--- config.mk ---
export PLATFORM = sky130hd
export DESIGN_NAME = force_window_trigger_debounce_core
export DESIGN_NICKNAME = d
export VERILOG_FILES = /design/src/rtl/fwtd_pkg.sv /design/src/rtl/force_window_trigger_debounce_core.sv
export SDC_FILE = /design/constraint.sdc
export NUM_CORES = 1
export LEC_CHECK = 0
export ABC_AREA = 1
export CAP_MARGIN = 15
export CORE_MARGIN = 5
export CORE_UTILIZATION = 30
export CTS_BUF_LIST = sky130_fd_sc_hd__clkbuf_8
export CTS_CLUSTER_DIAMETER = 60
export DETAILED_ROUTE_END_ITERATION = 12
export DONT_BUFFER_PORTS = 1
export GPL_ROUTABILITY_DRIVEN = 0
export GPL_TIMING_DRIVEN = 0
export SKIP_CTS_REPAIR_TIMING = 1
export SYNTH_ARGS = -nofsm -noshare
export SYNTH_HDL_FRONTEND = slang
export SYNTH_SLANG_ARGS = --single-unit
--- constraint.sdc ---
create_clock -name clk -period 5.9 [get_ports clk]
set_input_delay 0.59 -clock clk [delete_from_list [all_inputs] [get_ports clk]]
set_output_delay 0.59 -clock clk [all_outputs]
set_load 0.02 [all_outputs]
--- src/rtl/fwtd_pkg.sv ---
// Shared types and constants for the force window trigger debounce core.
// No dependencies; used by force_window_trigger_debounce_core.
package fwtd_pkg;

  typedef enum logic [1:0] {
    CMD_SAMPLE = 2'd0,
    CMD_TICK   = 2'd1,
    CMD_START  = 2'd2,
    CMD_STOP   = 2'd3
  } cmd_t;

  localparam int CFG_INDEX_W = 3;

  typedef enum logic [CFG_INDEX_W-1:0] {
    REG_THRESHOLD = 3'd0,
    REG_TARE      = 3'd1,
    REG_NEEDED    = 3'd2,
    REG_WD_LIMIT  = 3'd3,
    REG_REASON    = 3'd4
  } reg_index_t;

  localparam int DATA_W      = 32;
  localparam int COUNT_W     = 8;
  localparam int S_TDATA_W   = 64;
  localparam int M_TDATA_W   = 112;

  localparam logic [COUNT_W-1:0] COUNTDOWN_RESET = 8'd2;
  localparam logic [COUNT_W-1:0] NEEDED_RESET    = 8'd2;
  localparam logic [COUNT_W-1:0] SILENCE_MAX     = 8'hFF;

  typedef struct packed {
    logic [2:0]  pad;
    logic        timeout_fault;
    logic [31:0] latest_sample_time;
    logic [31:0] latest_sample;
    logic [31:0] trigger_time;
    logic [7:0]  fire_code;
    logic        trigger_pulse;
    logic        homing_latched;
    logic        homing_active;
    logic        live_triggered;
  } result_t;

endpackage

--- src/rtl/force_window_trigger_debounce_core.sv ---
// Load-cell endstop: window comparator with consecutive-sample debounce.
// Depends on fwtd_pkg for command codes, register indexes and the result layout.
//
// Usage:
//   Requests enter on s_tvalid/s_tready with the command in s_tuser and the
//   sample and its time stamp in s_tdata. Every request yields exactly one
//   result on m_tvalid/m_tready, showing the state after that request.
//   The user must write registers through cfg_we/cfg_index/cfg_data only while
//   idle; the block does not check. An index beyond the register list is dropped.
// Pipeline and throughput:
//   A request is held in an input register, evaluated against the window
//   and the debounce state, and lands in the result register, which
//   raises m_tvalid. One request per cycle is taken as long as the result
//   register drains; the single comparison and countdown step between the
//   two registers sets that rate.
// Reset:
//   rst (synchronous) empties both registers, restores the countdown to 2,
//   samples_needed to 2 and clears all flags and captured values.
// Stall:
//   When m_tready is low the result holds; the input register still accepts
//   one request, then s_tready drops until the result is taken.
module force_window_trigger_debounce_core (
  input  logic                                clk,
  input  logic                                rst,
  input  logic                                cfg_we,
  input  logic [fwtd_pkg::CFG_INDEX_W-1:0]    cfg_index,
  input  logic [fwtd_pkg::DATA_W-1:0]         cfg_data,
  input  logic                                s_tvalid,
  output logic                                s_tready,
  // [31:0] sample, [63:32] time_stamp
  input  logic [fwtd_pkg::S_TDATA_W-1:0]      s_tdata,
  // [1:0] command
  input  logic [1:0]                          s_tuser,
  output logic                                m_tvalid,
  input  logic                                m_tready,
  // [0] live_triggered, [1] homing_active, [2] homing_latched, [3] trigger_pulse,
  // [11:4] fire_code, [43:12] trigger_time, [75:44] latest_sample,
  // [107:76] latest_sample_time, [108] timeout_fault, [111:109] zero
  output logic [fwtd_pkg::M_TDATA_W-1:0]      m_tdata
);

  logic [31:0] trigger_threshold;
  logic [31:0] tare_value;
  logic [7:0]  samples_needed;
  logic [7:0]  watchdog_limit;
  logic [7:0]  reason_code;

  logic        in_valid;
  logic [1:0]  in_cmd;
  logic [31:0] in_sample;
  logic [31:0] in_time;

  logic        live_flag, live_flag_next;
  logic        homing_flag, homing_flag_next;
  logic        latched_flag, latched_flag_next;
  logic [7:0]  countdown, countdown_next;
  logic [31:0] capture_time, capture_time_next;
  logic [31:0] last_value, last_value_next;
  logic [31:0] last_value_time, last_value_time_next;
  logic [7:0]  silence_count, silence_count_next;
  logic        fault_flag, fault_flag_next;
  logic        pulse;

  fwtd_pkg::result_t result;
  logic        move;

  logic [7:0]  needed;
  logic signed [33:0] s_ext, win_hi, win_lo;
  logic        out_win;
  logic        armed;

  assign move     = in_valid && (!m_tvalid || m_tready);
  assign s_tready = !in_valid || move;

  always_ff @(posedge clk) begin
    if (rst) begin
      trigger_threshold <= '0;
      tare_value        <= '0;
      samples_needed    <= fwtd_pkg::NEEDED_RESET;
      watchdog_limit    <= '0;
      reason_code       <= '0;
    end else if (cfg_we) begin
      case (fwtd_pkg::reg_index_t'(cfg_index))
        fwtd_pkg::REG_THRESHOLD: trigger_threshold <= cfg_data;
        fwtd_pkg::REG_TARE:      tare_value        <= cfg_data;
        fwtd_pkg::REG_NEEDED:    samples_needed    <= cfg_data[7:0];
        fwtd_pkg::REG_WD_LIMIT:  watchdog_limit    <= cfg_data[7:0];
        fwtd_pkg::REG_REASON:    reason_code       <= cfg_data[7:0];
        default: ;
      endcase
    end
  end

  always_ff @(posedge clk) begin
    if (rst) begin
      in_valid <= 1'b0;
    end else if (s_tready) begin
      in_valid <= s_tvalid;
    end
  end

  always_ff @(posedge clk) begin
    if (s_tvalid && s_tready) begin
      in_cmd    <= s_tuser;
      in_sample <= s_tdata[31:0];
      in_time   <= s_tdata[63:32];
    end
  end

  assign needed = (samples_needed == 8'd0) ? 8'd1 : samples_needed;
  assign s_ext  = {{2{in_sample[31]}}, in_sample};
  assign win_hi = {{2{tare_value[31]}}, tare_value} + {2'b00, trigger_threshold};
  assign win_lo = {{2{tare_value[31]}}, tare_value} - {2'b00, trigger_threshold};
  assign out_win = (s_ext >= win_hi) || (s_ext <= win_lo);
  assign armed   = homing_flag && !latched_flag;

  always_comb begin
    live_flag_next       = live_flag;
    homing_flag_next     = homing_flag;
    latched_flag_next    = latched_flag;
    countdown_next       = countdown;
    capture_time_next    = capture_time;
    last_value_next      = last_value;
    last_value_time_next = last_value_time;
    silence_count_next   = silence_count;
    fault_flag_next      = fault_flag;
    pulse                = 1'b0;
    case (fwtd_pkg::cmd_t'(in_cmd))
      fwtd_pkg::CMD_SAMPLE: begin
        last_value_next      = in_sample;
        last_value_time_next = in_time;
        silence_count_next   = '0;
        if (out_win && countdown != 8'd0) begin
          if (armed && countdown == needed) begin
            capture_time_next = in_time;
          end
          countdown_next = countdown - 8'd1;
          if (countdown == 8'd1) begin
            live_flag_next = 1'b1;
            if (armed) begin
              latched_flag_next = 1'b1;
              pulse             = 1'b1;
            end
          end
        end else if (!out_win && countdown < needed) begin
          countdown_next = needed;
          live_flag_next = 1'b0;
          if (armed) begin
            capture_time_next = '0;
          end
        end
      end
      fwtd_pkg::CMD_TICK: begin
        if (armed) begin
          if (silence_count > watchdog_limit) begin
            fault_flag_next = 1'b1;
          end
          if (silence_count != fwtd_pkg::SILENCE_MAX) begin
            silence_count_next = silence_count + 8'd1;
          end
        end
      end
      fwtd_pkg::CMD_START: begin
        capture_time_next  = '0;
        latched_flag_next  = 1'b0;
        homing_flag_next   = 1'b1;
        silence_count_next = '0;
      end
      default: begin
        capture_time_next = '0;
        latched_flag_next = 1'b0;
        homing_flag_next  = 1'b0;
      end
    endcase
  end

  always_ff @(posedge clk) begin
    if (rst) begin
      live_flag       <= 1'b0;
      homing_flag     <= 1'b0;
      latched_flag    <= 1'b0;
      countdown       <= fwtd_pkg::COUNTDOWN_RESET;
      capture_time    <= '0;
      last_value      <= '0;
      last_value_time <= '0;
      silence_count   <= '0;
      fault_flag      <= 1'b0;
    end else if (move) begin
      live_flag       <= live_flag_next;
      homing_flag     <= homing_flag_next;
      latched_flag    <= latched_flag_next;
      countdown       <= countdown_next;
      capture_time    <= capture_time_next;
      last_value      <= last_value_next;
      last_value_time <= last_value_time_next;
      silence_count   <= silence_count_next;
      fault_flag      <= fault_flag_next;
    end
  end

  always_ff @(posedge clk) begin
    if (rst) begin
      m_tvalid <= 1'b0;
    end else if (move) begin
      m_tvalid <= 1'b1;
    end else if (m_tready) begin
      m_tvalid <= 1'b0;
    end
  end

  always_ff @(posedge clk) begin
    if (move) begin
      result.pad                <= '0;
      result.timeout_fault      <= fault_flag_next;
      result.latest_sample_time <= last_value_time_next;
      result.latest_sample      <= last_value_next;
      result.trigger_time       <= capture_time_next;
      result.fire_code          <= pulse ? reason_code : 8'd0;
      result.trigger_pulse      <= pulse;
      result.homing_latched     <= latched_flag_next;
      result.homing_active      <= homing_flag_next;
      result.live_triggered     <= live_flag_next;
    end
  end

  assign m_tdata = result;

  a_live_matches_countdown: assert property (@(posedge clk) disable iff (rst)
    live_flag == (countdown == 8'd0))
    else $error("live flag out of step with countdown");

  a_latch_needs_homing: assert property (@(posedge clk) disable iff (rst)
    latched_flag |-> homing_flag)
    else $error("latched without homing");

  a_fault_sticky: assert property (@(posedge clk) disable iff (rst)
    fault_flag |=> fault_flag)
    else $error("fault flag cleared without reset");

  a_pulse_latches: assert property (@(posedge clk) disable iff (rst)
    (move && pulse) |=> (latched_flag && m_tvalid && result.homing_latched))
    else $error("trigger pulse without latch");

endmodule
==> metrics.txt <==
# TYPE chip_impl_metric gauge
chip_impl_info{name="run_status",value="complete, no violations"} 1
chip_impl_metric{name="detail_route.first_pass.iterations",unit=""} 6
chip_impl_info{name="ctsRootBufferMaster",value="sky130_fd_sc_hd__clkbuf_8"} 1
chip_impl_metric{name="final_net_count",unit=""} 2869
chip_impl_metric{name="number_of_placement_rows",unit=""} 95
chip_impl_info{name="start_kind",value="register"} 1
chip_impl_metric{name="fp.dieH",unit="um"} 271
chip_impl_info{name="synthDominantAreaCellType",value="sky130_fd_sc_hd__edfxtp_1"} 1
chip_impl_metric{name="filler_cell_count",unit=""} 6955
chip_impl_info{name="mostFrequentLayoutCells",value="435 x sky130_fd_sc_hd__nand2_1, 367 x sky130_fd_sc_hd__inv_1, 281 x sky130_fd_sc_hd__nor2_1, 220 x sky130_fd_sc_hd__o21ai_0, 212 x sky130_fd_sc_hd__a21oi_1"} 1
chip_impl_metric{name="start_util",unit="%"} 30.3
chip_impl_info{name="timing.hold.worst.class",value="input port to register"} 1
chip_impl_metric{name="post_synth_fa_ha_maj_area_fraction",unit="%"} 9.59
chip_impl_metric{name="overflow",unit=""} 0
chip_impl_metric{name="dpl.cell_count",unit=""} 3350
chip_impl_metric{name="drt_drc_violations_left",unit=""} 0
chip_impl_metric{name="tightestPinTransition",unit="ns"} 0.943
chip_impl_metric{name="first_pass_grt_wire_length",unit="um"} 92100
chip_impl_metric{name="final-seq-area",unit="um^2"} 9380
chip_impl_metric{name="syn_inst",unit=""} 2473
chip_impl_metric{name="max_cap_viols",unit=""} 0
chip_impl_metric{name="report.final.setup_viol",unit=""} 0
chip_impl_metric{name="postLayoutSetupSlackWorst",unit="ns"} 0.468
chip_impl_metric{name="post_drt_wl_per_cell",unit="um"} 17.3
chip_impl_metric{name="cts.htree.levels",unit=""} 3
chip_impl_metric{name="synthesis.area",unit="um^2"} 20400
chip_impl_info{name="critical_path.most_common_cell",value="sky130_fd_sc_hd__nand2_1"} 1
chip_impl_metric{name="multi_input_logic_area",unit="um^2"} 9240
chip_impl_metric{name="placement.setup.worst_slack",unit="ns"} 0.470
chip_impl_metric{name="powerDensity",unit="nW/um^2"} 293
chip_impl_metric{name="syn-mean-instance-area",unit="um^2"} 8.24
chip_impl_metric{name="yosys.area_share.simple",unit="%"} 16.4
chip_impl_metric{name="number_of_flops_mapped_to_enable_cells_by_yosys",unit=""} 175
chip_impl_metric{name="maxSlewHeadroom",unit="%"} 36.9
chip_impl_metric{name="clock-sinks",unit=""} 381
chip_impl_metric{name="design_power_total",unit="uW"} 6920
chip_impl_metric{name="final_hold_viol_count",unit=""} 0
chip_impl_info{name="critical_path_class",value="register to register"} 1
chip_impl_metric{name="finalMaxSlewViolations",unit=""} 0
chip_impl_metric{name="placeableCoreArea",unit="um^2"} 67300
chip_impl_metric{name="cts-root-to-sink-buffers",unit=""} 3
chip_impl_info{name="synth.area.top_cells",value="sky130_fd_sc_hd__edfxtp_1 26%, sky130_fd_sc_hd__dfxtp_1 20%, sky130_fd_sc_hd__ha_1 9.4%, sky130_fd_sc_hd__nand2_1 8.0%, sky130_fd_sc_hd__inv_1 6.4%"} 1
chip_impl_metric{name="crit_share_post_route",unit="%"} 92.1
chip_impl_metric{name="vias_per_cell",unit=""} 4.74
chip_impl_metric{name="grt_start_max_net_pins",unit=""} 65
chip_impl_metric{name="clk_pin_slew",unit="ns"} 0.06
chip_impl_info{name="synth_top_family_by_area",value="simple AND/OR/NAND/NOR gates"} 1
chip_impl_metric{name="post_layout_nonfiller_instances",unit=""} 3542
chip_impl_metric{name="dp_hpwl",unit="um"} 46600
chip_impl_metric{name="grt_pass1_vias",unit=""} 15800
chip_impl_metric{name="yosysSeqAreaShare",unit="%"} 46.0
chip_impl_metric{name="synthesis.yosys.warnings",unit=""} 0
chip_impl_metric{name="grt_antenna_before_repair",unit=""} 5
chip_impl_metric{name="achievable-frequency",unit="GHz"} 0.184
chip_impl_metric{name="cts_inserted_buffers",unit=""} 73
chip_impl_info{name="cts_tree",value="done"} 1
chip_impl_metric{name="pin_count",unit=""} 220
chip_impl_metric{name="clk-insertion-delay-late",unit="ns"} 0.68
chip_impl_info{name="crit_slowest_cell",value="sky130_fd_sc_hd__fa_1"} 1
chip_impl_metric{name="fraction_of_final_layout_cells_with_drive_strength_greater_than_1",unit="%"} 6.11
chip_impl_metric{name="portBuffers",unit=""} 0
chip_impl_metric{name="post_synth_num_cell_types",unit=""} 51
chip_impl_metric{name="timing.critical_path.required",unit="ns"} 6.37
chip_impl_metric{name="async_reset_ff_share",unit="%"} 0
chip_impl_metric{name="dr_total_vias",unit=""} 16800
chip_impl_metric{name="fin_worst_skew",unit="ns"} 0.0432
chip_impl_metric{name="drt_wirelength",unit="um"} 61300
chip_impl_metric{name="crit_path_max_fanout",unit=""} 8
chip_impl_metric{name="irDropWorstVdd",unit="uV"} 149
chip_impl_info{name="synth-main-ff-cell",value="sky130_fd_sc_hd__dfxtp_1"} 1
chip_impl_metric{name="synth_seq_cells",unit=""} 381
chip_impl_metric{name="grtUsageTotal",unit="%"} 16.0
chip_impl_info{name="endpoint_kind",value="register"} 1
chip_impl_metric{name="synth_xor_area_share",unit="%"} 2.92
chip_impl_metric{name="die_w",unit="um"} 271
chip_impl_metric{name="synth-compound-area-share",unit="%"} 15.6
chip_impl_metric{name="die_area",unit="um^2"} 73200
chip_impl_metric{name="worst_ep_arrival_time",unit="ns"} 5.91
chip_impl_metric{name="synth.top_cell.area_share",unit="%"} 25.8
chip_impl_metric{name="layout_min_cycle_time",unit="ns"} 5.43
chip_impl_info{name="setup_repair_after_global_routing_missed_its_margin",value="false"} 1
chip_impl_metric{name="detailedRoute.firstIterationViolations",unit=""} 1107
chip_impl_metric{name="flow.area_growth_from_synthesis",unit="%"} 15.7
chip_impl_metric{name="antenna_left",unit=""} 0
chip_impl_metric{name="static-leakage-power",unit="uW"} 0.0103
chip_impl_metric{name="slowest_delay",unit="ns"} 0.43
chip_impl_info{name="layout.cells.most_common",value="sky130_fd_sc_hd__nand2_1"} 1
chip_impl_metric{name="synth.area.mux_share",unit="%"} 0.774
==> path summary, 6_finish.rpt <==
kind              slack, ns             endpoint                  from  cells past startpoint
setup / recovery       0.47          m_tdata[11]  trigger_threshold[0]                     29
hold / removal         0.04        in_sample[17]           s_tdata[17]                      0
setup reg to reg       0.47          m_tdata[11]  trigger_threshold[0]                     29
hold reg to reg        0.45  last_value_time[25]   last_value_time[25]                      2
==> kinds of logic after synthesis <==
kind of cell             after synthesis
adder cells (fa/ha/maj)              155
multiplexers                          14
other                                  1
XOR/XNOR                              68
AND/OR/NAND/NOR                      829
AO/OA/AOI/OAI                        567
buffers and inverters                458
flip-flops                           381
==> power breakdown <==
group / total, uW / internal, uW / switching (uW)
logic: 1190 / 409 / 785
registers: 3070 / 2920 / 147
clock network: 2650 / 1410 / 1240
total: 6920 / 4740 / 2170
==> stage by stage <==
stage,util (%),TNS (ns),area [um^2],hold slack [ns]
after floorplan,-,0,20400,0.428
after global placement,31.9,-126.06,21500,0.440
after detailed placement,32.0,0,21500,0.444
after CTS,34.2,0,23000,-0.0565
after global routing,35.0,0,23600,0.00473
final,35.0,0,23600,0.0447
==> synthesized netlist by cell type, types with 2 or more instances <==
library cell and instances:
sky130_fd_sc_hd__nand2_2 12, sky130_fd_sc_hd__nor3_1 13, sky130_fd_sc_hd__a21boi_0 4, sky130_fd_sc_hd__o21ai_1 7, sky130_fd_sc_hd__a31oi_1 5, sky130_fd_sc_hd__o21a_1 3, sky130_fd_sc_hd__xor2_1 65, sky130_fd_sc_hd__nand2_1 435
sky130_fd_sc_hd__buf_1 5, sky130_fd_sc_hd__a21oi_1 212, sky130_fd_sc_hd__o221ai_1 4, sky130_fd_sc_hd__nand3_1 62, sky130_fd_sc_hd__nor2_2 3, sky130_fd_sc_hd__buf_4 4, sky130_fd_sc_hd__o21bai_1 3, sky130_fd_sc_hd__o21ai_0 220
sky130_fd_sc_hd__nor4_1 4, sky130_fd_sc_hd__o2111ai_1 2, sky130_fd_sc_hd__a211oi_1 68, sky130_fd_sc_hd__dfxtp_1 206, sky130_fd_sc_hd__nand4_1 9, sky130_fd_sc_hd__nand2_4 2, sky130_fd_sc_hd__clkinv_1 2, sky130_fd_sc_hd__clkbuf_1 88
sky130_fd_sc_hd__mux2_2 14, sky130_fd_sc_hd__ha_1 153, sky130_fd_sc_hd__nor2_1 281, sky130_fd_sc_hd__a21o_1 5, sky130_fd_sc_hd__o211ai_1 24, sky130_fd_sc_hd__edfxtp_1 175, sky130_fd_sc_hd__a21boi_1 3, sky130_fd_sc_hd__buf_2 11
sky130_fd_sc_hd__xnor2_1 3, sky130_fd_sc_hd__nand3_2 2, sky130_fd_sc_hd__buf_6 2, sky130_fd_sc_hd__nor2_4 2, sky130_fd_sc_hd__fa_1 2, sky130_fd_sc_hd__inv_1 345
==> routing by layer <==
| layer | routed length (um) | up-vias | track usage, % |
|---|---|---|---|
| met5 | 13 | - | 0 |
| met4 | 1560 | 2 | 5.35 |
| met3 | 4120 | 92 | 4.35 |
| met2 | 27500 | 452 | 25.1 |
| met1 | 28100 | 7773 | 21.5 |
| li1 | - | 8459 | - |
==> critical path, delay by kind of cell (launching register included) <==
family          cells  cell delay (ns)
compound gates      7             1.58
flops               1             0.35
fa+ha+maj           3             1.01
simple gates       17             2.05
buf+inv             2             0.24
==> layout make-up <==
cell class | instances | area share [%]
inverter | 348 | 5.55
clock buffer | 76 | 4.44
multi-input combinational | 1636 | 39.2
tap | 873 | 4.63
antenna | 2 | 0.0212
buffer | 110 | 1.95
timing repair buffer | 58 | 2.61
sequential | 381 | 39.8
clock inverter | 58 | 1.85
==> sequential cells by signal (all words and copies together), names as in the netlist <==
register	flops
capture_time	32
countdown	8
fault_flag	1
homing_flag	1
in_cmd	2
in_sample	32
in_time	32
in_valid	1
last_value	32
last_value_time	32
latched_flag	1
live_flag	1
m_tdata	109
m_tvalid	1
reason_code	8
samples_needed	8
silence_count	8
tare_value	32
trigger_threshold	32
watchdog_limit	8
Power figures use the tool's default switching activity.
